===== src/rtl/scfp_pkg.sv =====
`timescale 1ns / 1ps

package scfp_pkg;

    localparam int PARAM_WORDS  = 10;
    localparam int PAYLOAD_LEN  = 40;
    localparam int PAYLOAD_ROWS = PAYLOAD_LEN / 4;
    localparam int ROW_AW       = $clog2(PAYLOAD_ROWS);
    localparam int CNT_W        = 6;
    localparam int WIDX_W       = 4;

    localparam logic [WIDX_W-1:0] LAST_WORD_IDX = WIDX_W'(PARAM_WORDS - 1);
    localparam logic [CNT_W-1:0]  PAYLOAD_CNT   = CNT_W'(PAYLOAD_LEN);
    localparam logic [CNT_W-1:0]  BLOCK_CNT     = CNT_W'(2);

    // Command and framing bytes.
    localparam logic [7:0] CMD_SEND_PARAMS = 8'h30;
    localparam logic [7:0] CMD_BLOCK_UP    = 8'h33;
    localparam logic [7:0] CMD_BLOCK_DOWN  = 8'h34;
    localparam logic [7:0] CMD_BLOCK_JUMP  = 8'h35;
    localparam logic [7:0] BLOCK_END       = 8'h36;
    localparam logic [7:0] PAYLOAD_PRE     = 8'hAA;
    localparam logic [7:0] PAYLOAD_START   = 8'hAF;
    localparam logic [7:0] PAYLOAD_END     = 8'hAB;
    localparam logic [7:0] SAVE_PRE        = 8'hAC;
    localparam logic [7:0] SAVE_START      = 8'hAD;

    // Result event codes.
    localparam logic [1:0] EV_WORD        = 2'd0;
    localparam logic [1:0] EV_SEND_PARAMS = 2'd1;
    localparam logic [1:0] EV_SEND_BLOCK  = 2'd2;
    localparam logic [1:0] EV_SAVE        = 2'd3;

    typedef struct packed {
        logic              accept;
        logic              load_single;
        logic              rd_en;
        logic              load_word;
        logic              load_params;
        logic [WIDX_W-1:0] word_idx;
    } t_dp_cmd;

    typedef struct packed {
        logic       emit;
        logic [1:0] ev;
        logic       words;
    } t_dp_status;

endpackage


===== src/rtl/scfp_datapath.sv =====
`timescale 1ns / 1ps

module scfp_datapath
    import scfp_pkg::*;
(
    input  logic              i_clk,
    input  logic              i_rst_n,
    input  logic [7:0]        i_rx_byte,
    input  logic              i_cfg_wr_en,
    input  logic              i_cfg_wr_data,
    input  t_dp_cmd           i_cmd,
    output t_dp_status        o_status,
    output logic [1:0]        o_event_res,
    output logic [WIDX_W-1:0] o_word_index,
    output logic [31:0]       o_word_value,
    output logic [15:0]       o_block_number,
    output logic              o_last
);

    logic              r_storage_ready;
    logic [7:0]        r_prev;
    logic [CNT_W-1:0]  r_count;
    logic              r_in_payload;
    logic              r_in_block;
    logic [7:0]        r_blk_lo;
    logic [7:0]        r_blk_hi;
    logic [15:0]       r_block;

    logic [CNT_W-1:0]  n_count;
    logic              n_in_payload;
    logic              n_in_block;
    logic [15:0]       n_block;
    logic              store_payload;
    logic              store_block;
    t_dp_status        status;

    logic [31:0]       mem [PAYLOAD_ROWS];
    logic [ROW_AW-1:0] wr_row;
    logic [1:0]        wr_lane;
    logic [31:0]       r_rd_data;
    logic              rd_in_range;

    logic [1:0]        r_event;
    logic [WIDX_W-1:0] r_widx;
    logic [31:0]       r_wval;
    logic              r_last;

    always_comb begin
        n_count       = r_count;
        n_in_payload  = r_in_payload;
        n_in_block    = r_in_block;
        n_block       = r_block;
        store_payload = 1'b0;
        store_block   = 1'b0;
        status        = '{emit: 1'b0, ev: EV_SEND_BLOCK, words: 1'b0};
        if (r_in_payload) begin
            if (r_count < PAYLOAD_CNT) begin
                store_payload = 1'b1;
                n_count       = r_count + CNT_W'(1);
            end else begin
                n_count      = '0;
                n_in_payload = 1'b0;
                status.words = (i_rx_byte == PAYLOAD_END);
            end
        end else if (r_in_block) begin
            if (r_count >= BLOCK_CNT) begin
                if (i_rx_byte == BLOCK_END) begin
                    n_block     = {r_blk_hi, r_blk_lo};
                    status.emit = 1'b1;
                end
                n_in_block = 1'b0;
                n_count    = '0;
            end else begin
                store_block = 1'b1;
                n_count     = r_count + CNT_W'(1);
            end
        end else begin
            unique case (i_rx_byte)
                CMD_SEND_PARAMS: begin
                    status.emit = 1'b1;
                    status.ev   = EV_SEND_PARAMS;
                end
                CMD_BLOCK_UP: begin
                    if (r_storage_ready) begin
                        n_block     = r_block + 16'd1;
                        status.emit = 1'b1;
                    end
                end
                CMD_BLOCK_DOWN: begin
                    if (r_storage_ready) begin
                        n_block     = r_block - 16'd1;
                        status.emit = 1'b1;
                    end
                end
                CMD_BLOCK_JUMP: begin
                    if (r_storage_ready) begin
                        n_in_block = 1'b1;
                        n_count    = '0;
                    end
                end
                PAYLOAD_START: begin
                    if (r_prev == PAYLOAD_PRE) begin
                        n_in_payload = 1'b1;
                        n_count      = '0;
                    end
                end
                SAVE_START: begin
                    if (r_prev == SAVE_PRE) begin
                        status.emit = 1'b1;
                        status.ev   = EV_SAVE;
                    end
                end
                default: begin
                    n_block     = '0;
                    status.emit = 1'b1;
                end
            endcase
        end
    end

    assign o_status = status;

    always_ff @(posedge i_clk) begin
        if (!i_rst_n) begin
            r_storage_ready <= 1'b0;
            r_prev          <= '0;
            r_count         <= '0;
            r_in_payload    <= 1'b0;
            r_in_block      <= 1'b0;
            r_block         <= '0;
        end else begin
            if (i_cfg_wr_en) begin
                r_storage_ready <= i_cfg_wr_data;
            end
            if (i_cmd.accept) begin
                r_prev       <= i_rx_byte;
                r_count      <= n_count;
                r_in_payload <= n_in_payload;
                r_in_block   <= n_in_block;
                r_block      <= n_block;
            end
        end
    end

    always_ff @(posedge i_clk) begin
        if (i_cmd.accept && store_block) begin
            if (r_count[0]) begin
                r_blk_hi <= i_rx_byte;
            end else begin
                r_blk_lo <= i_rx_byte;
            end
        end
    end

    // Payload is kept as 32-bit rows so one read yields a whole word.
    assign wr_row      = ROW_AW'(r_count >> 2);
    assign wr_lane     = r_count[1:0];
    assign rd_in_range = (int'(i_cmd.word_idx) < PAYLOAD_ROWS);

    always_ff @(posedge i_clk) begin
        if (i_cmd.accept && store_payload) begin
            mem[wr_row][8*wr_lane +: 8] <= i_rx_byte;
        end
        if (i_cmd.rd_en && rd_in_range) begin
            r_rd_data <= mem[i_cmd.word_idx[ROW_AW-1:0]];
        end
    end

    always_ff @(posedge i_clk) begin
        if (i_cmd.load_single) begin
            r_event <= status.ev;
            r_widx  <= '0;
            r_wval  <= '0;
            r_last  <= 1'b1;
        end else if (i_cmd.load_word) begin
            r_event <= EV_WORD;
            r_widx  <= i_cmd.word_idx;
            r_wval  <= rd_in_range ? r_rd_data : 32'd0;
            r_last  <= 1'b0;
        end else if (i_cmd.load_params) begin
            r_event <= EV_SEND_PARAMS;
            r_widx  <= '0;
            r_wval  <= '0;
            r_last  <= 1'b1;
        end
    end

    assign o_event_res    = r_event;
    assign o_word_index   = r_widx;
    assign o_word_value   = r_wval;
    assign o_block_number = r_block;
    assign o_last         = r_last;

endmodule


===== src/rtl/scfp_controller.sv =====
`timescale 1ns / 1ps

module scfp_controller
    import scfp_pkg::*;
(
    input  logic       i_clk,
    input  logic       i_rst_n,
    input  logic       i_in_valid,
    output logic       o_in_stall,
    output logic       o_out_valid,
    input  logic       i_out_stall,
    input  t_dp_status i_status,
    output t_dp_cmd    o_cmd
);

    localparam logic [1:0] S_IDLE   = 2'd0;
    localparam logic [1:0] S_READ   = 2'd1;
    localparam logic [1:0] S_WORD   = 2'd2;
    localparam logic [1:0] S_PARAMS = 2'd3;

    logic [1:0]        r_state;
    logic [1:0]        n_state;
    logic [WIDX_W-1:0] r_widx;
    logic [WIDX_W-1:0] n_widx;
    logic              r_out_valid;
    logic              n_out_valid;
    logic              slot_free;
    logic              accept;
    t_dp_cmd           cmd;

    // The output register can take a new beat when empty or being drained.
    assign slot_free  = !r_out_valid || !i_out_stall;
    assign o_in_stall = !((r_state == S_IDLE) && slot_free);
    assign accept     = i_in_valid && !o_in_stall;

    always_comb begin
        n_state         = r_state;
        n_widx          = r_widx;
        cmd             = '0;
        cmd.accept      = accept;
        cmd.word_idx    = r_widx;
        unique case (r_state)
            S_IDLE: begin
                if (accept) begin
                    cmd.load_single = i_status.emit;
                    if (i_status.words) begin
                        n_widx  = '0;
                        n_state = S_READ;
                    end
                end
            end
            S_READ: begin
                cmd.rd_en = 1'b1;
                n_state   = S_WORD;
            end
            S_WORD: begin
                if (slot_free) begin
                    cmd.load_word = 1'b1;
                    if (r_widx == LAST_WORD_IDX) begin
                        n_state = S_PARAMS;
                    end else begin
                        n_widx  = r_widx + WIDX_W'(1);
                        n_state = S_READ;
                    end
                end
            end
            S_PARAMS: begin
                if (slot_free) begin
                    cmd.load_params = 1'b1;
                    n_state         = S_IDLE;
                end
            end
            default: begin
                n_state = S_IDLE;
            end
        endcase
    end

    always_comb begin
        n_out_valid = r_out_valid && i_out_stall;
        if (cmd.load_single || cmd.load_word || cmd.load_params) begin
            n_out_valid = 1'b1;
        end
    end

    always_ff @(posedge i_clk) begin
        if (!i_rst_n) begin
            r_state     <= S_IDLE;
            r_widx      <= '0;
            r_out_valid <= 1'b0;
        end else begin
            r_state     <= n_state;
            r_widx      <= n_widx;
            r_out_valid <= n_out_valid;
        end
    end

    assign o_cmd       = cmd;
    assign o_out_valid = r_out_valid;

endmodule


===== src/rtl/serial_command_frame_parser.sv =====
`timescale 1ns / 1ps
// A byte is taken when offered and not stalled; its single result, if any, shows
// in the cycle after. A closing 0xAB of a payload frame instead emits ten words
// (each a payload memory read, then an output load that waits for a free output
// slot), then the send-parameters beat; no byte is taken until that beat is loaded.
// Synchronous active-low reset clears frame state, block number and storage_ready.
module serial_command_frame_parser
    import scfp_pkg::*;
(
    input  logic              i_clk,
    input  logic              i_rst_n,
    input  logic              i_in_valid,
    output logic              o_in_stall,
    input  logic [7:0]        i_rx_byte,
    input  logic              i_cfg_wr_en,
    input  logic              i_cfg_wr_data,
    output logic              o_out_valid,
    input  logic              i_out_stall,
    output logic [1:0]        o_event_res,
    output logic [WIDX_W-1:0] o_word_index,
    output logic [31:0]       o_word_value,
    output logic [15:0]       o_block_number,
    output logic              o_last
);

    t_dp_cmd    cmd;
    t_dp_status status;

    scfp_controller u_ctrl (
        .i_clk       (i_clk),
        .i_rst_n     (i_rst_n),
        .i_in_valid  (i_in_valid),
        .o_in_stall  (o_in_stall),
        .o_out_valid (o_out_valid),
        .i_out_stall (i_out_stall),
        .i_status    (status),
        .o_cmd       (cmd)
    );

    scfp_datapath u_dp (
        .i_clk          (i_clk),
        .i_rst_n        (i_rst_n),
        .i_rx_byte      (i_rx_byte),
        .i_cfg_wr_en    (i_cfg_wr_en),
        .i_cfg_wr_data  (i_cfg_wr_data),
        .i_cmd          (cmd),
        .o_status       (status),
        .o_event_res    (o_event_res),
        .o_word_index   (o_word_index),
        .o_word_value   (o_word_value),
        .o_block_number (o_block_number),
        .o_last         (o_last)
    );

endmodule


===== config.mk =====
export PLATFORM = sky130hd
export DESIGN_NAME = serial_command_frame_parser
export DESIGN_NICKNAME = d
export VERILOG_FILES = /design/src/rtl/scfp_pkg.sv /design/src/rtl/scfp_datapath.sv /design/src/rtl/scfp_controller.sv /design/src/rtl/serial_command_frame_parser.sv
export SDC_FILE = /design/constraint.sdc
export NUM_CORES = 1
export LEC_CHECK = 0
export BUFFER_PORTS_ARGS = -buffer_cell sky130_fd_sc_hd__buf_2
export CAP_MARGIN = 10
export CORE_UTILIZATION = 45
export CTS_BUF_LIST = sky130_fd_sc_hd__clkbuf_16
export CTS_CLUSTER_DIAMETER = 80
export CTS_CLUSTER_SIZE = 24
export DETAILED_ROUTE_END_ITERATION = 8
export GPL_TIMING_DRIVEN = 0
export PLACE_DENSITY = 0.69
export SLEW_MARGIN = 5
export SYNTH_ARGS = -nofsm -noshare
export SYNTH_HDL_FRONTEND = slang
export SYNTH_SLANG_ARGS = --single-unit
export TNS_END_PERCENT = 30

===== constraint.sdc =====
create_clock -name i_clk -period 4.9 [get_ports i_clk]
set_input_delay 0.735 -clock i_clk [delete_from_list [all_inputs] [get_ports i_clk]]
set_output_delay 0.735 -clock i_clk [all_outputs]
set_load 0.02 [all_outputs]

== Word-level counts from Yosys, hierarchy flattened ==
Memory sizes are Yosys's and may differ from the RTL's. A register that Yosys moved wholly into a read port is not among the register bits.
Cells that the tools add are included.
Cells by class
  shift operators: 2
  equality and inequality tests: 26
  reductions and logical operators: 27
  add/subtract/negate cells: 5
  muxes and demuxes: 65
  bitwise operators: 2
  $lt $le $gt $ge: 3
Operators by type and width (count)
  2-to-1 mux 32 bit: 4
  2-to-1 mux 16 bit: 5
  case mux 16 bit (3 select lines): 1
  == test 8 x 6 -> 1 bit, second input constant: 5
  == test 8 bit, second input constant: 5
  2-to-1 mux 6 bit: 6
  negation 5 -> 34 bit: 1
  variable shift 8 x 34 -> 32 bit, first input constant: 1
  variable part select 8 x 34 -> 32 bit: 1
  2-to-1 mux 1 bit: 27
  2-to-1 mux 4 bit: 6
  2-to-1 mux 2 bit: 9
  adder 16 x 1 -> 16 bit, second input constant: 1
  subtractor 16 x 1 -> 16 bit, second input constant: 1
  case mux 6 bit (2 select lines): 1
  != test 2 x 1 -> 1 bit, second input constant: 4
  != test 2 bit, second input constant: 4
  != test 4 x 1 -> 1 bit, second input constant: 2
  case mux 2 bit (4 select lines): 1
  case mux 4 bit (2 select lines): 1
  AND reduction 4 bit: 2
  AND reduction 7 bit: 1
  adder 6 x 1 -> 6 bit, second input constant: 1
  greater-or-equal comparator 6 x 2 -> 1 bit, second input constant: 1
  22 further kinds: 39
Storage, ports and cells
  bits of input ports: 14
  register bits: 95
  output and inout port bits: 57
  word-level logic and storage cells: 146
  bits in writable memories: 320
  memories kept: 1
Memories
  u_dp.mem: depth 10, width 32, rd ports 1, clocked after Yosys merged registers in 1, write ports 1, line scfp_datapath.sv:37  | logic [31:0] mem [PAYLOAD_ROWS];

== Logic depth before layout (Yosys ltp) ==
  word-level depth: 10
  depth in mapped cells: 14
  gate-level depth less buffers: 11

== By module ==
From an unflattened synthesis, not the netlist that was laid out.
Second synthesis, totals
  cells, all modules: 1167
  area total of the unflattened synthesis: 18308.8 sq um
By module, submodules not included
  scfp_datapath: area each 17857.1 sq um, times used 1, cells each 1115, sequential area each 12512.0 sq um
  scfp_controller: area each 451.7 sq um, times used 1, cells each 52, sequential area each 140.1 sq um

== Worst setup path after synthesis ==
OpenSTA, ideal clock, no wires.
  path type: in2reg
  start point: input i_rx_byte[7]
  end point: register u_dp.r_block[8] (netlist: u_dp.o_block_number[8])
  buffers on the path: 2
  setup slack: 1556 ps
  data required time: 4842 ps
  data arrival time: 3286 ps
  stages on the path: 13
  library setup time: 58 ps
  cells stage by stage: or4b_4 > or2_1 > buf_6 > buf_4 > xnor2_1 > ha_1 > and4_1 > o211ai_1 > nor2_1 > a31oi_1 > or3_1 > a21oi_1 > o21a_1
On the way
  cells in the longest elaborated chain, start to end: 4
  elaborated cells between the ends (all ways): 15
Ends and longest elaborated chain
  from (decl): line serial_command_frame_parser.sv:14  | input logic [7:0] i_rx_byte,
  == test 8 x 6 -> 1 bit / == test 8 bit (equally long branches): line scfp_datapath.sv:78  | unique case (i_rx_byte)
  OR reduction 4 bit (no source line)
  != test 2 x 1 -> 1 bit (no source line) / case mux 16 bit (3 select lines) (equally long branches)
  AND reduction 7 bit (no source line) / 2-to-1 mux 16 bit (equally long branches)
  to (signal assigned): line scfp_datapath.sv:140  | r_block <= n_block;
  to (decl): line scfp_datapath.sv:27  | logic [15:0] r_block;
Several ways; a longest one is shown, not always the timed one.
A chain may end at the register's enable or synchronous reset.

== Worst setup path after layout ==
Same ends and word-level chain as after synthesis.

==> reports/qor.yml <==
worst_setup_path:
  r2r-start: "u_ctrl.r_widx[0]"
  cp.required_ps: 5390
  critPathMaxFanout: 10
  r2r_cells: 6
  setup.worst_path.class: "primary input to flip-flop"
  crit_path_start_kind: "primary input"
  r2r-end: "u_dp.r_rd_data[29]"
  cp-startpoint: "i_rx_byte[7]"
  cp-endpoint: "u_dp.o_block_number[8]"
  end_kind: "flip-flop"
  worst_ep_arrival_time_ps: 3910
  r2r_slack_ps: 1740
timing:
  relSlewSlack_pct: 26.3
  fmax_ghz: 0.293
  setup-violations-final: 0
  timing.final.hold_violations: 0
  tns_ps: 0
  finalMaxSlewViolations: 0
  worst_pin_slew_ps: 1100
  fin_crit_ps: 3420
  rsz0062_at_grt: "false"
  finClkSkew_ps: 16.0
  finalCritPeriodShare_pct: 69.8
logic_synthesis:
  synth_xor_xnor_area_share_pct: 0.584
  synth-seq-cells: 447
  syn_inst: 1130
  syn_nets: 1155
  ys.flop_type: "edfxtp_1"
  synth.mux.area_fraction_pct: 10.4
  synth_async_sr_flop_share_pct: 0
  synth_top_family_by_area: "multiplexers"
  synthAdderAreaFrac_pct: 0.765
  yosysWarnings: 0
  synthSimpleGateAreaFrac_pct: 8.61
  synth_compound_gate_area_share_pct: 7.66
  synth_edf_count: 370
  syn_area_um2: 18000
  ys_types: 65
  synth_seq_area_share_pct: 70.4
  syn_area_per_cell_um2: 15.9
detailed_routing:
  vias_per_cell: 5.73
  dr.pass1.iters: 5
  routed-via-count: 10101
  drt-initial-drc-count: 908
  drc_errors: 0
  drt_wl_total_mm: 39.6
  wire_per_inst_um: 22.5
  final_antenna_net_count: 0
placement:
  io_buffers: 69
  placed_cell_area_um2: 19000
  dp_hpwl_mm: 26.7
  dp.cells: 1720
  routabilityCongestion: 0.871
final_layout:
  layout.nets: 1252
  finish.instance_area_um2: 19800
  final_cells: 1762
  final_cell_mix: "edfxtp_1, dfxtp_1, nor2_1"
  final_common_cell: "edfxtp_1"
  layout-drive-gt1-share_pct: 14.9
  area_growth_pct: 9.87
  insertedDiodeCount: 0
clock_tree:
  cts-htree-levels: 1
  postCtsHoldBufs: 0
  cts.clk_slew.worst_paths_ps: 90
  cts-root-buf: "clkbuf_16"
  numClockSinks: 447
  post_cts_buffers: 0
  ctsResizeCount: 0
  numCtsBuffers: 23
  clk_latency_ps: 550
  cts_tree: "done"
  cts_buffer_depth: 3
floorplanning:
  die_h_um: 202
  fp.dieW_um: 202
  rows: 72
  core_um2: 39000
  die_area_um2: 40800
  ios: 71
  start_util_pct: 46.1
outcome:
  outcome: "finished, final reports clean"
grt:
  grt_pass1_wl_mm: 60.8
  grt_pass1_vias: 10043
  grt_antenna_before_repair: 1
  grt_usage_pct: 19.6
  overflow: 0
  grt_max_degree: 33
min_path:
  hold_class: "flip-flop to flip-flop"
run:
  cap_violations: 0
pwr:
  power_density_nw_per_um2: 329
  leakage_nw: 6.09
  irDropWorstVdd_uv: 233
## worst min-delay path by stage
stage,start,end,slack (ps),depth (start not counted)
final,u_dp.o_last,u_dp.o_last,450,2
after global routing,i_rx_byte[1],u_dp.r_blk_lo[1],450,1
after CTS,i_rx_byte[1],u_dp.r_blk_lo[1],440,1
after detailed placement,u_dp.r_rd_data[15],u_dp.o_word_value[15],440,1
after global placement,u_dp.r_rd_data[20],u_dp.o_word_value[20],440,1
after floorplan,u_dp.r_rd_data[27],u_dp.o_word_value[27],440,1
## kinds of logic after synthesis
logic type | count (synthesis)
AOI/OAI and AO/OA | 197
xor gates and xnor gates | 12
adders and majority gates | 11
buffers and inverters | 76
DFF | 447
muxes | 106
and+or+nand+nor | 281
## cell usage after synthesis (all sizes together), types with 3 or more instances
cell type    n  area, um^2
mux2i       41         410
inv         10        37.5
nand3        7        35.0
a31oi        7        43.8
clkbuf      54         203
xor2         4        35.0
o21a         8        60.1
or3          8        50.1
mux4        64        1440
dfxtp       77        1540
a21boi      10        75.1
nor2b       18         113
buf         12        58.8
nor2        73         274
o211ai       4        30.0
nand4        7        43.8
nand2b       4        25.0
a21oi       54         270
a211oi      33         248
nor4b        6        82.6
a41oi        3        26.3
o21ai       16        80.1
xnor2        8        70.1
a22oi        4        30.0
ha          11         138
edfxtp     370       11100
o211a        3        30.0
and2        64         400
a22o        36         315
and3         5        31.3
nor3b        5        37.5
nor4         9        68.8
nor3         9        45.0
nand2       47         176
nand3b       4        30.0
## cell type report
| cell class | instances | area, um^2 |
|---|---|---|
| buffer | 66 | 262 |
| clock buffer | 24 | 601 |
| clock inverter | 18 | 120 |
| fill | 3214 | 19200 |
| inverter | 10 | 37.5 |
| multi-input combinational | 607 | 5060 |
| sequential | 447 | 12700 |
| tap | 518 | 648 |
| timing repair buffer | 72 | 380 |
## routing by layer
metal,wire (um),global-route usage (%)
met5,0,0
met4,772,4.11
met3,2560,2.58
met2,19600,33.3
met1,16700,27.2
## worst max-delay path, cell delays in order
cell and delay, ps:
buf_2 260, or4b_4 620, or2_1 250, buf_6 140, buf_4 170, xnor2_1 140
ha_1 280, and4_1 250, o211ai_1 140, nor2_1 140, a31oi_1 60, or3_1 370
a21oi_1 180, o21a_1 150
## power breakdown
group	leakage (nW)	internal, mW	total (mW)	switching [mW]
Combinational	1.84	0.0664	0.235	0.169
Clock	0.395	0.960	2.14	1.18
Sequential	3.85	4.10	4.12	0.0176
Total	6.09	5.13	6.49	1.37
## per-stage QoR
| stage | power (mW) | utilization (%) | hold WS [ps] | worst slack, ps |
|---|---|---|---|---|
| 6_report | 6.49 | 50.7 | 452 | 1480 |
| 4_1_cts | 6.52 | 50.6 | 441 | 1530 |
| 3_5_place_dp | 4.44 | 48.8 | 440 | 966 |
| 2_1_floorplan | 4.34 | - | 436 | 1560 |
| 5_1_grt | 6.66 | 50.7 | 450 | 1340 |
| 3_3_place_gp | 4.43 | 48.6 | 437 | 1040 |
## registers in the layout, indices dropped and copies added, names as in the netlist, 6 cells and up
name / cells
u_dp.o_block_number: 16
u_dp.r_count: 6
u_dp.r_blk_hi: 8
u_dp.r_rd_data: 32
u_dp.r_blk_lo: 8
u_dp.o_word_value: 32
u_dp.mem: 320
u_dp.r_prev: 8
No activity file was read; power rests on OpenSTA's default activity.
